**src/sv/mfq_pkg.sv**
```systemverilog
// shared types and constants of the multilevel feedback queue scheduler
// payload structs, command kinds, status codes, register indexes and reset values
package mfq_pkg;

  typedef struct packed {
    logic        mode;
    logic [15:0] job_id;
    logic [15:0] burst_len;
  } mfq_in_t;

  typedef struct packed {
    logic [2:0]  status;
    logic [15:0] served_id;
    logic [2:0]  served_level;
    logic [31:0] wait_time;
    logic [31:0] turnaround_time;
    logic [31:0] jobs_done;
    logic [31:0] wait_sum;
    logic [31:0] turnaround_sum;
    logic [31:0] time_now;
  } mfq_out_t;

  typedef enum logic {
    CMD_ARRIVE = 1'b0,
    CMD_TICK   = 1'b1
  } mfq_kind_t;

  typedef struct packed {
    mfq_kind_t   kind;
    logic [15:0] job_id;
    logic [15:0] burst_len;
  } mfq_cmd_t;

  typedef enum logic [2:0] {
    ST_ACCEPTED = 3'd0,
    ST_DROPPED  = 3'd1,
    ST_IDLE     = 3'd2,
    ST_RUNNING  = 3'd3,
    ST_FINISHED = 3'd4,
    ST_DEMOTED  = 3'd5
  } mfq_status_t;

  localparam logic CFG_LEVEL_COUNT  = 1'b0;
  localparam logic CFG_BASE_QUANTUM = 1'b1;

  localparam logic [2:0]  LEVEL_COUNT_RST  = 3'd5;
  localparam logic [15:0] BASE_QUANTUM_RST = 16'd4;
  localparam int          SLICE_RST        = 4;

endpackage

```
**src/sv/mfq_front.sv**
```systemverilog
// front end: accepts input items, classifies them into commands and queues them
// uses mfq_pkg
module mfq_front (
  input  logic              clk,
  input  logic              rst_n,
  input  logic              in_valid,
  output logic              in_stall,
  input  mfq_pkg::mfq_in_t  in_data,
  output logic              cmd_valid,
  output mfq_pkg::mfq_cmd_t cmd,
  input  logic              cmd_take
);
  import mfq_pkg::*;

  mfq_cmd_t   q_r [2];
  logic       wr_ptr_r, wr_ptr_nxt;
  logic       rd_ptr_r, rd_ptr_nxt;
  logic [1:0] cnt_r, cnt_nxt;
  logic       push;
  mfq_cmd_t   in_cmd;

  assign in_stall  = (cnt_r == 2'd2);
  assign push      = in_valid && !in_stall;
  assign cmd_valid = (cnt_r != 2'd0);
  assign cmd       = q_r[rd_ptr_r];

  always_comb begin
    in_cmd.kind      = in_data.mode ? CMD_TICK : CMD_ARRIVE;
    in_cmd.job_id    = in_data.job_id;
    in_cmd.burst_len = in_data.burst_len;
    wr_ptr_nxt = push ? ~wr_ptr_r : wr_ptr_r;
    rd_ptr_nxt = cmd_take ? ~rd_ptr_r : rd_ptr_r;
    cnt_nxt    = cnt_r + {1'b0, push} - {1'b0, cmd_take};
  end

  always_ff @(posedge clk) begin
    if (!rst_n) begin
      wr_ptr_r <= 1'b0;
      rd_ptr_r <= 1'b0;
      cnt_r    <= 2'd0;
    end else begin
      wr_ptr_r <= wr_ptr_nxt;
      rd_ptr_r <= rd_ptr_nxt;
      cnt_r    <= cnt_nxt;
    end
    if (push) begin
      q_r[wr_ptr_r] <= in_cmd;
    end
  end

endmodule

```
**config.mk**
```make
export PLATFORM = sky130hd
export DESIGN_NAME = mfq_front
export DESIGN_NICKNAME = d
export VERILOG_FILES = /design/src/sv/mfq_pkg.sv /design/src/sv/mfq_front.sv
export SDC_FILE = /design/constraint.sdc
export NUM_CORES = 1
export LEC_CHECK = 0
export BUFFER_PORTS_ARGS = -buffer_cell sky130_fd_sc_hd__buf_2
export CAP_MARGIN = 40
export CORE_UTILIZATION = 52
export CTS_CLUSTER_DIAMETER = 30
export DETAILED_ROUTE_END_ITERATION = 8
export HOLD_SLACK_MARGIN = 0.15
export PLACE_DENSITY = 0.85
export SLEW_MARGIN = 5
export SYNTH_ARGS = -nofsm -noshare
export SYNTH_HDL_FRONTEND = slang
export SYNTH_SLANG_ARGS = --single-unit
export TNS_END_PERCENT = 5
```
**constraint.sdc**
```tcl
create_clock -name clk -period 3.1 [get_ports clk]
set_input_delay 0.465 -clock clk [delete_from_list [all_inputs] [get_ports clk]]
set_output_delay 0.465 -clock clk [all_outputs]
set_load 0.1 [all_outputs]
```
* Yosys cells after proc, flatten, opt, wreduce, memory -nomap -nowiden
Memory sizes are Yosys's and may differ from the RTL's. A register that Yosys moved wholly into a read port is not among the register bits.
Index checks and enable logic that the tools add are counted.
** Storage, ports and cells
- Output and inout port bits :: 35
- Register bits :: 4
- Memory bits (writable) :: 66
- Memories :: 1
- Bits of input ports :: 37
- Logic and storage cells :: 17
** Operators by class
- Multiplexer cells :: 5
- Reductions and logical operators :: 3
- Bitwise gates (word level) :: 2
- Eq/ne operators :: 1
- $add $sub $neg :: 2
** Memory list
- q_r :: words 2, bits a word 33, read ports 1, clocked after Yosys merged registers in 1, write ports 1, line mfq_front.sv:15 : mfq_cmd_t q_r [2];
** Operators with widths (number)
- 1-bit 2-to-1 mux :: 5
- 2-bit by 1-bit adder with 2-bit output :: 1
- 2-bit equality test, second input constant :: 1
- 1-bit inverter :: 2
- 2-bit nonzero test :: 1
- 2-bit by 1-bit subtractor with 2-bit output :: 1
- 1-bit logical AND :: 1
- 1-bit logical NOT :: 1

* Longest topological paths before layout
Gate-level depths: netlist of the first run.
- Word-level depth :: 5
- Depth in mapped cells :: 8
- Depth with buffers taken out :: 8

* Least setup slack after synthesis of the first run
No wires, ideal clock.
- Kind :: input port to flip-flop
- Start :: in in_valid
- End :: mem q_r[0][0] in the netlist's numbering (enable)
- Data required time :: 2.677 ns
- Setup time :: 0.423 ns
- Stages :: 2
- Arrival :: 1.954 ns
- Path slack :: 0.723 ns
- Path through :: nand2_1 nor2_1
** Between the ends
- Word-level cells in the longest chain between the ends :: 3
** RTL lines
- from (decl) :: line mfq_front.sv:6 : input logic in_valid,
- 1-bit logical AND :: line mfq_front.sv:23 : assign push = in_valid && !in_stall;
- 1-bit 2-to-1 mux :: line mfq_front.sv:46 : if (push) begin
- 1-bit 2-to-1 mux (implied by the code) :: line mfq_front.sv:47 : q_r[wr_ptr_r] <= in_cmd;
- to (decl) :: line mfq_front.sv:15
No other way between the ends.

==> results of run 1 <==
-- where the power goes --
part	leakage (nW)	total (mW)	internal [mW]	switching, mW
clock network	0.0941	0.679	0.364	0.315
logic	0.627	1.13	0.250	0.876
registers	0.657	1.26	1.21	0.0509
-- metal layers --
| layer | share of wire, % | GRT usage [%] | vias up | wire, um |
|---|---|---|---|---|
| met5 | 0.24 | 0 | - | 10 |
| met4 | 1.1 | 5.66 | 2 | 45 |
| met3 | 8.7 | 8.57 | 8 | 367 |
| met2 | 51 | 26.5 | 60 | 2140 |
| met1 | 39 | 17.4 | 636 | 1650 |
| li1 | - | - | 649 | - |
-- worst min path at each step --
stage                start         end  slack, ns  cells after the start
2_1_floorplan     wr_ptr_r    wr_ptr_r       0.45                      2
3_3_place_gp      rd_ptr_r    register       0.50                      2
3_5_place_dp      rd_ptr_r    rd_ptr_r       0.50                      2
4_1_cts         in_data[0]   q_r[0][0]       0.30                      1
5_1_grt         in_data[4]   q_r[0][4]       0.29                      1
6_report       in_data[26]  q_r[0][26]       0.32                      1
-- sequential cells by signal (all words and copies together) (netlist names), named ones only --
| name | flops |
|---|---|
| cnt_r | 2 |
| q_r | 66 |
| rd_ptr_r | 1 |
| wr_ptr_r | 1 |
-- cell families after synthesis --
kind of cell	count (synthesis)	synth area share (%)
DFF	71	75.3
and+or+nand+nor	11	1.95
adders and majority gates	2	0.905
xor gates and xnor gates	3	0.951
muxes	34	17.9
buffers and inverters	7	2.99
-- synthesized netlist by cell type --
| cell type | number | area share (%) |
|---|---|---|
| and2_1 | 1 | 0.23 |
| and3_1 | 1 | 0.23 |
| buf_12 | 3 | 2.2 |
| buf_6 | 1 | 0.41 |
| dfxtp_1 | 5 | 3.6 |
| edfxtp_1 | 66 | 72 |
| ha_1 | 2 | 0.91 |
| inv_1 | 3 | 0.41 |
| mux2_2 | 3 | 1.2 |
| mux2_4 | 30 | 16 |
| mux2i_1 | 1 | 0.36 |
| nand2_1 | 2 | 0.27 |
| nand2b_1 | 2 | 0.45 |
| nor2_1 | 4 | 0.54 |
| or2_2 | 1 | 0.23 |
| xnor2_1 | 2 | 0.63 |
| xor2_1 | 1 | 0.32 |
-- final cells by class --
cell class / instances / area [um^2]
fill: 367 / 1720
tap: 70 / 87.6
clock inverter: 7 / 63.8
inverter: 3 / 11.3
clock buffer: 9 / 124
sequential: 71 / 2080
multi-input combinational: 50 / 607
timing repair buffer: 74 / 410
-- stage by stage --
step / setup slack [ns] / power [mW]
6_report: 0.760 / 3.07
5_1_grt: 0.671 / 3.18
4_1_cts: 0.723 / 3.10
3_5_place_dp: 1.11 / 2.42
3_3_place_gp: 1.13 / 2.38
2_1_floorplan: 0.723 / 2.25
==> results.md, run 1 <==
- STA classifies the critical path endpoint as an output port.
- The post-route DRC violation count is 0.
- Setup violations remaining at the end of the flow were counted as 0.
- The latest clock arrival within the worst-skew pair is 0.33 ns.
- Leaving out fill and tap cells, the most frequent cell in the layout is buf_2.
- The finished cells cover 3390 um^2.
- The flow ran to the end, and the final reports show no timing, DRC or antenna violations.
- The floorplan has 26 rows.
- In this run the worst hold path is classified as input port to register.
- From left edge to right edge, the die measures 74.9 um.
- The register bit total from synthesis is 71.
- The critical path goes through buf_12, mux2_4, buf_2.
- During I/O placement, the number of pins put on the boundary was 72.
- The most critical setup path has its endpoint at cmd[27].
- At the worst endpoint, the arrival time is 1.88 ns.
- The worst-case IR drop observed on VDD is between 0.5 and 0.6 mV.
- The leakage power figure is 1.38 nW.
- The worst setup path is of the register to output port kind.
- Setup repair after global routing left no endpoint under its margin.
- The slowest stage of the critical path is the dfxtp_2 cell.
- The category of the worst setup path launch point is a register.
- The number of cells after detailed placement is 268.
- The count of hold-fix buffers inserted at cts is 0.
- The launching point of the worst reg2reg path is cnt_r[0].
- Counting distinct cell types in the post-synthesis netlist gives 17.
- The final hold violation count came to 0.
- The initial DRC count is roughly 70.
- For this run, the detailed router's first-pass iteration total came to 4.
- The total wire length is 4220 um.
- The post-detailed-route wirelength per cell is ~15 um.
- The final-report max-slew violation count was 0.
- The routed layout has 1355 vias.
- The total overflow reported by the global router is 0.
- The final layout net count is 248.
- Counting every instance in the synthesized netlist gives between 100 and 150.
- The critical path crosses 3 cells after its start point.
- The worst reg-to-reg setup slack is about 1.3 ns.
- The initial core utilization is 54.1%.
- The utilization after layout is ~66%.
- The finished layout holds roughly 280 standard cells, fillers aside.
- The core area is 5110 um^2.
- The clock slew at the register clock pins of the worst setup and hold paths is around 0.070 ns.
- The proportion of synthesized chip area in sequential cells is 75.3%.
- The average footprint of a synthesized cell is approximately 22 um^2.
- Across every metal layer, demand over resource in global routing totals 15.9%.
- In this run the cell area of the synthesized design comes to 2760 um^2.
- The via count normalized by instance count is ~4.8.
- Clock tree synthesis found a total of between 70 and 80 sinks.
- The die is 74.9 um tall.
- The clock tree from TritonCTS is built.
- Entering global routing, the biggest net connects 21 pins.
- The deepest clock path buffer count is 2.
- The post-route netlist has 57.9% of its cells at a drive strength greater than 1.
- The area growth from synthesis to layout is 22.5%.
- Of all nets on the critical path, the largest fanout is 19.
- Counting the buffers created by CTS gives 9.
- In the layout the commonest cells are buf_2, edfxtp_1, mux2_4.
- The cell family contributing the most delay on the critical path is flip-flops.
- Buffers placed on the I/O ports in this run total between 70 and 80.
- The number of buffers and inverters on the critical path is 2.
- The die covers 5610 um^2.
- The HPWL after detailed placement is 2860 um.
- The CTS root buffer is clkbuf_8.
- Data on the critical path is required at its endpoint by 2.63 ns.
- The number of global-route vias before repair is 1367.
- In this design, the stage delay of the slowest critical-path cell is approximately 0.65 ns.
- The clock skew is 0.00372 ns.
- Static timing analysis puts the maximum clock frequency at 427 MHz.
- The number of post-CTS setup repair buffers is 0.
- The final weighted congestion in routability-driven placement is around 0.79.
- The transition time at the pin with the least slew margin is 0.630 ns.
- The worst relative slew slack is 58.0%.
- The max-cap check violation count is 0.
- The number of antenna violations at the first check in global routing came to 1.
- The power density relative to cell area is 906 nW/um^2.
- Summing all placed instances gives a cell area of 3200 um^2.
- The endpoint identified for the worst register-to-register timing path is q_r[1][18].
- The first global-routing pass estimated 6070 um of wire.
- The number of diodes added for antenna fixing is 0.
- The final critical path takes up about three quarters of the cycle.
- The H-tree depth is 3.
- The post-synth net total is 167.
- After layout, the minimum clock period comes to between 2 and 2.5 ns.
- Measured in cells, the most critical reg-to-reg path has a length of 3.
- For this run, the number of Yosys warnings is 0.
- The final antenna-violating net count is 0.
- The setup TNS is 0 ns.
- The number of cells upsized or downsized after cts is 0.
- Hold is met by 0.316 ns.
No activity file was read; power rests on OpenSTA's default activity.
==> run 2, diff against run 1 <==
--- a/config.mk
+++ b/config.mk
@@ -7,11 +7,11 @@
 export LEC_CHECK = 0
 export BUFFER_PORTS_ARGS = -buffer_cell sky130_fd_sc_hd__buf_2
 export CAP_MARGIN = 40
-export CORE_UTILIZATION = 52
+export CORE_UTILIZATION = 47
 export CTS_CLUSTER_DIAMETER = 30
 export DETAILED_ROUTE_END_ITERATION = 8
 export HOLD_SLACK_MARGIN = 0.15
-export PLACE_DENSITY = 0.85
+export PLACE_DENSITY = 0.81
 export SLEW_MARGIN = 5
 export SYNTH_ARGS = -nofsm -noshare
 export SYNTH_HDL_FRONTEND = slang
==> constraint.sdc (replaced) <==
create_clock -name clk -period 1.9 [get_ports clk]
set_input_delay 0.285 -clock clk [delete_from_list [all_inputs] [get_ports clk]]
set_output_delay 0.285 -clock clk [all_outputs]
set_load 0.1 [all_outputs]
==> run 2 against run 1 <==
Against the previous run: sequential cell count unchanged; via count up 11%; register-to-register slack worse by 1.0 ns; utilization up 2.2 points; sequential share of layout area down 6.9 points; final area up 13%; clock-buffer cell count unchanged; critical path depth unchanged; critical path type unchanged; wire length up 14%; combinational power up 73%; highest routed layer is now met4.
==> results.md, run 2 (same netlist as run 1, synthesis figures left out) <==
- The post-route DRC violation count is 0.
- The register share of total power is 38.8%.
- a little over 70 I/O pins were placed.
- The utilization after layout is approximately two thirds.
- The CTS root buffer is clkbuf_8.
- The library cells used most frequently in the layout, excluding fill and tap cells, are edfxtp_1, buf_2, dlygate4sd3_1.
- More flip-flops sit in one register than any other, and that register is q_r.
- STA classifies the critical path startpoint as a register.
- Cells with a size suffix above 1 make up 51.4% of the layout.
- The launching point of the worst reg2reg path is cnt_r[0].
- The number of global-route vias before repair is 1543.
- The deepest clock path buffer count is 2.
- The required time reported for the critical path endpoint is between 1.5 and 2 ns.
- The post-detailed-route wirelength per cell is ~15 um.
- The number of antenna violations at the first check in global routing came to 0.
- The run finished with clean final reports.
- In the final layout, the registers with the most flip-flops are q_r x66, cnt_r x2.
- Hold is met by 0.164 ns.
- For this design the total switching power over the nets is 2.07 mW.
- The final layout contains routed wiring with a total length of 4820 um.
- The worst hold path stage count is 1.
- The path class of the tightest hold or removal check is input port to register.
- Timing would allow up to 539 MHz.
- In this run the number of H-tree levels came out at 3.
- The register with the most flip-flops in the layout has 66 of them.
- The global-route total usage across every layer is 16.8%.
- In this run switching power makes up around two fifths of total power.
- The final antenna-violating net count is 0.
- The count of endpoints failing setup in the final report is 0.
- The library cell contributing the largest single delay on the critical path is dfxtp_4.
- Clock tree synthesis inserted a total of 9 buffers.
- After clock tree synthesis, the clock-pin slew on the worst setup and hold paths is 0.07 ns.
- Measured against its own limit, the worst slew margin works out to 66.4%.
- The number of buffers and inverters on the critical path is 2.
- The tree built by TritonCTS fans out to 71 sinks.
- The die footprint is 6190 um^2.
- The final-layout fill cell count is ~360.
- The initial DRC count is 71.
- The share of the cycle needed by the critical path after routing is between 90 and 100%.
- Across all register-to-register paths, the minimum setup slack is 0.28 ns.
- The power share of the clock group is approximately a quarter.
- The worst register-to-register path has a depth of 8.
- The signal arrival time at the worst endpoint is roughly 1.6 ns.
- The leading cell type in the layout, fill and taps excluded is edfxtp_1.
- STA classifies the critical path endpoint as an output port.
- The reg-to-reg endpoint is cnt_r[1].
- The die extent in x is 78.7 um.
- In the routed layout, each cell is associated on average with a via count of approximately 4.7.
- The largest single stage delay on the critical path is about 0.44 ns.
- The clock period minus final worst setup slack is 1.86 ns.
- VDD sags by at most approximately 1.1 mV.
- The floorplan row count is 27.
- The final-report max-slew violation count is 0.
- In this run the static leakage power is 1.55 nW.
- Setup repair after global routing could not meet its margin everywhere.
- The initial core utilization is 49.6%.
- The power density relative to cell area is 1390 nW/um^2.
- TritonCTS built the clock tree.
- For the pin with the worst max-slew slack, the measured transition is 0.508 ns.
- Across the routed clock network, the largest skew measured is 0.0117 ns.
- The largest net degree at the start of global routing is 34.
- The core area is between 5000 and 6000 um^2.
- Per report_power, the combinational group accounts for 37.0% of the total.
- From bottom edge to top edge, the die measures 78.7 um.
- The latest clock arrival within the worst-skew pair is between 0.3 and 0.4 ns.
- Across the whole layout, storage elements account for ~2100 um^2.
- From synthesis to final layout, the design area changed by 38.2%.
- At the end of the flow, the number of nets in the layout was 281.
- The number of iterations in the first detailed-routing pass is 4.
- For this block, the via count after detailed routing is 1503.
- The family with the most delay on the worst path is buffers and inverters.
- The final hold violation count is 0.
- The area of the multi-input gates is 607 um^2.
- The final weighted congestion in routability-driven placement is 0.704.
- The repair_antennas step left the layout with diodes totalling 0.
- The HPWL after detailed placement is 3110 um.
- The tool flagged a number of max-cap violations equal to 0.
- The total overflow reported by the global router is 0.
- Along the worst path, the maximum fanout reaches 16.
- The first global-routing pass estimated 7370 um of wire.
- The count of buffers added on input and output ports is 71.
- In this run the most critical hold path is launched from in_data[5].
- The critical path goes through buf_12, mux2_4, clkbuf_4.
- The capture endpoint of the worst hold path is q_r[0][5].
- The type of the worst setup path is register to output port.
- Internal power comes to 3.22 mW.
==> run 2: changes by cell type in the layout (fill, tap and decap cells not counted), sizes merged <==
cell,delta
buf,-1
clkbuf,+2
bufinv,+1
clkinv,-2
dlygate4sd3,+32
inv,+1
==> run 2: power by group through the flow <==
stage | clock, mW | sequential [mW] | combinational, mW
detailed placement | 0 | 2.09 | 1.87
CTS | 1.30 | 2.06 | 1.93
floorplan | 0 | 2.06 | 1.61
global route | 1.37 | 2.07 | 2.03
global placement | 0 | 2.08 | 1.85
finish | 1.28 | 2.06 | 1.96
==> run 2: metrics by stage <==
step | instances | instance area, um^2 | setup TNS, ns | setup WS, ns | power, mW
2_1_floorplan | 128 | 2770 | 0 | 0.0673 | 3.68
3_3_place_gp | 271 | 3230 | 0 | 0.300 | 3.93
3_5_place_dp | 271 | 3230 | 0 | 0.262 | 3.96
4_1_cts | 319 | 3780 | 0 | 0.000122 | 5.29
5_1_grt | 319 | 3820 | -0.0182 | -0.0182 | 5.47
6_report | 319 | 3820 | 0 | 0.0430 | 5.30
==> run 2: worst reg2reg max path, cell delays in order, from the launching register on <==
cell and delay, ns:
dfxtp_1 0.35, nand2b_1 0.16, nand2_1 0.15, ha_1 0.30, inv_1 0.04, ha_1 0.18, xor2_1 0.16, xnor2_1 0.13
nor2_1 0.05
==> run 2: what timing repair did <==
action,4_1_cts,5_1_grt
gates cloned,0,0
resized for setup,4,32
setup endpoints to repair,28,17
hold endpoints to repair,62,0
buffers inserted,0,0
pin swaps,0,0
hold buffers,32,0
==> run 2: how the worst max path moves through the flow <==
stage / end / slack [ns] / cells after the start
CTS: cmd[13] / 0.0001 / 3
finish: cmd[17] / 0.04 / 3
global route: cmd[17] / -0.02 / 3
global placement: cmd[32] / 0.30 / 3
floorplan: q_r[0][0] / 0.07 / 3
detailed placement: cnt_r[1] / 0.26 / 8
==> run 2: area by class of cell <==
cell class | count | share of cell area (%)
Timing Repair Buffer | 107 | 21.1
Clock buffer | 9 | 3.24
Inverter | 3 | 0.295
Tap cell | 72 | 2.36
Clock inverter | 7 | 2.49
Sequential cell | 71 | 54.6
Multi-Input combinational cell | 50 | 15.9
==> run 2: layer usage <==
metal	wire, um	share of wire [%]	track usage (%)	vias to the layer above
met5	0	0	0	-
met4	110	2.3	9.44	0
met3	234	4.9	4.65	11
met2	2670	55	31.0	54
met1	1800	37	16.8	722
li1	-	-	-	716
==> run 3, diff against run 2 <==
==> constraint.sdc (replaced) <==
create_clock -name clk -period 1.9 [get_ports clk]
set_input_delay 0.475 -clock clk [delete_from_list [all_inputs] [get_ports clk]]
set_output_delay 0.475 -clock clk [all_outputs]
set_load 0.1 [all_outputs]
==> run 3 against run 2 <==
Against the previous run: the run now ends with negative setup slack left; die area stayed put; worst setup slack worse by 0.061 ns; final cell count is 9.4% lower; via count is 9.0% lower; power is 9.4% higher; register-to-register slack better by 0.03 ns; fmax is 3.2% lower.
==> results.md, run 3 (same netlist as run 1, synthesis figures left out) <==
- The number of ports placed on the die boundary is 72.
- STA classifies the critical path endpoint as an output port.
- The die covers 6190 um^2.
- The post-route netlist has 59.0% of its cells at a drive strength greater than 1.
- The combinational share of power is 40.5%.
- The die is 78.7 um wide.
- For this run, the post-layout net count is roughly 250.
- The switching power summed over all nets is 2.12 mW.
- The leakage power figure is 1.60 nW.
- The checks that failed: negative setup slack.
- The total internal power is between 3 and 4 mW.
- The final hold violation count is 0.
- For the final routed database, the setup TNS stands at -0.117 ns.
- The most frequent cell on the critical path is buf_12.
- The number of global-route vias before repair is about 1500.
- The final standard cell area without fillers is 3970 um^2.
- The HPWL after detailed placement is 2930 um.
- The transition time at the pin with the least slew margin is 0.484 ns.
- The library cell contributing the largest single delay on the critical path is dfxtp_4.
- The path class of the tightest hold or removal check is input port to register.
- The total clock buffers created by CTS is 9.
- The wire length of the first global-routing pass is 7150 um.
- The max-cap check violation count is 0.
- The latest clock arrival within the worst-skew pair is 0.33 ns.
- The clock arrives with 0.00820 ns of skew.
- The biggest cell delay along the critical path is about 0.44 ns.
- Port buffering added 71 buffers.
- The post-route DRC violation count is 0.
- The number of iterations in the first detailed-routing pass is 4.
- The worst setup path is of the register to output port kind.
- The largest net degree at the start of global routing is 34.
- Sequential cells account for 35.5% of the total power.
- The count of non-filler cells in the finished layout is 289.
- For the worst setup path, the data required time is between 1 and 1.5 ns.
- The core region is 5570 um^2.
- In the final routed layout, each cell accounts on average for 16.0 um.
- The global-route total usage across every layer is 16.5%.
- Setup repair after global routing could not meet its margin everywhere.
- The category of the worst setup path launch point is a register.
- Using the TritonRoute via totals, the vias-per-cell ratio works out to 4.73.
- The flow ran to the end, but the final reports show violations.
- Row generation in the floorplan step produced 27 rows.
- After layout, the minimum clock period comes to 1.92 ns.
- The fraction of power spent switching nets is 36.6%.
- The number of setup buffers added after CTS is 0.
- CTS placed an instance of clkbuf_8 at the clock tree root.
- The number of antenna diodes in the final layout is 0.
- The pre-CTS setup slack is 0.172 ns.
- The H-tree depth is 3.
- The final-report max-slew violation count is 0.
- The floorplan step set the die height to roughly 79 um.
- The number of antenna violations at the first check in global routing is 0.
- After detailed placement, the total cell area comes to between 3000 and 4000 um^2.
- Counting along the longest clock path gives a buffer depth of 2.
- The worst voltage drop across the vdd grid is between 1 and 1.5 mV.
- Along the worst path, the maximum fanout reaches 10.
- The largest registers in the layout are q_r x66, cnt_r x2.
- The number of hold buffers added after CTS was 0.
- Data arrives at the worst endpoint at between 1 and 1.5 ns.
- In this run, placement finished with an instance count of 272.
- The tree built by TritonCTS fans out to 71 sinks.
- The initial DRC count is 49.
- The power share of the clock group is 24.1%.
- TritonCTS built the clock tree.
- The utilization after layout is 71.3%.
- The total wire length is 4610 um.
- From synthesis to final layout, the design area changed by 43.7%.
- Once detail routing completed, the nets flagged for antenna violations numbered 0.
- The total overflow reported by the global router is 0.
- The library cells used most frequently in the layout, excluding fill and tap cells, are edfxtp_1, buf_2, buf_12.
- The initial core utilization is 49.6%.
- Across all layers, the routed design uses 1368 vias.
- Routability-driven placement finished with a final weighted congestion of approximately 0.63.
- The share of the cycle needed by the critical path after routing is 101%.
- Headroom to the max-slew limit came out at about two thirds.
- The number of flip-flops under the largest register name is 66.
- The achievable frequency is 522 MHz.
- The design draws 5.79 mW.
- The count of endpoints failing setup in the final report is 16.
- Across all hold checks on the routed design, the worst slack comes to 0.330 ns.
- The library cell used most frequently in the layout, excluding fill and tap cells, is edfxtp_1.
- The largest register by flop count is q_r.
- The signal on the critical path passes through buf_12, mux2_4, buf_12.
- The final worst setup slack is -0.0175 ns.
- The clock slew at the register clock pins of the worst setup and hold paths is 0.07 ns.
- The power density relative to cell area is 1460 nW/um^2.
run 3: cell types whose count changed in the layout (fill, tap and decap cells not counted), moves of 2 or more:
| cell | previous run | this run |
|---|---|---|
| buf_4 | 18 | 3 |
| buf_12 | 4 | 35 |
| dlygate4sd3_1 | 32 | 0 |
| buf_2 | 51 | 38 |
| clkbuf_4 | 2 | 0 |
run 3: cell type report:
cell class	count	area, um^2
clock buffers	10	128
clock inverters	6	109
fillers	339	1600
inverters	3	11.3
multi-input cells	50	611
flip-flops and latches	71	2090
well taps	72	90.1
repair buffers	77	938
run 3: what timing repair did:
item / CTS / global route
gates cloned: 0 / 1
setup endpoints to repair: 33 / 32
gates resized for setup: 83 / 12
run 3: critical path: cells and delay by family, from the launching register on:
family                 cells  cell delay [ns]
DFF                        1             0.44
muxes                      1             0.32
buffers and inverters      2             0.34
run 3: worst paths after layout:
check              startpoint          to  slack [ns]  cells after the start
setup / recovery     register      cmd[3]       -0.02                      3
hold / removal    in_data[27]  q_r[1][27]        0.33                      1
setup reg to reg     cnt_r[0]    cnt_r[1]        0.31                      8
hold reg to reg      wr_ptr_r    wr_ptr_r        0.52                      2
run 3: power by group through the flow:
stage | sequential, mW | clock [mW] | combinational [mW]
finish | 2.05 | 1.39 | 2.34
global route | 2.08 | 1.50 | 2.42
CTS | 2.05 | 1.43 | 2.31
detailed placement | 2.09 | 0 | 2.00
global placement | 2.07 | 0 | 1.99
floorplan | 2.06 | 0 | 1.61
run 3: per-layer routing:
metal / track usage, % / wire [um]
met5: 0 / 0
met4: 11.1 / 91
met2: 29.4 / 2610
met3: 2.56 / 158
met1: 18.0 / 1760
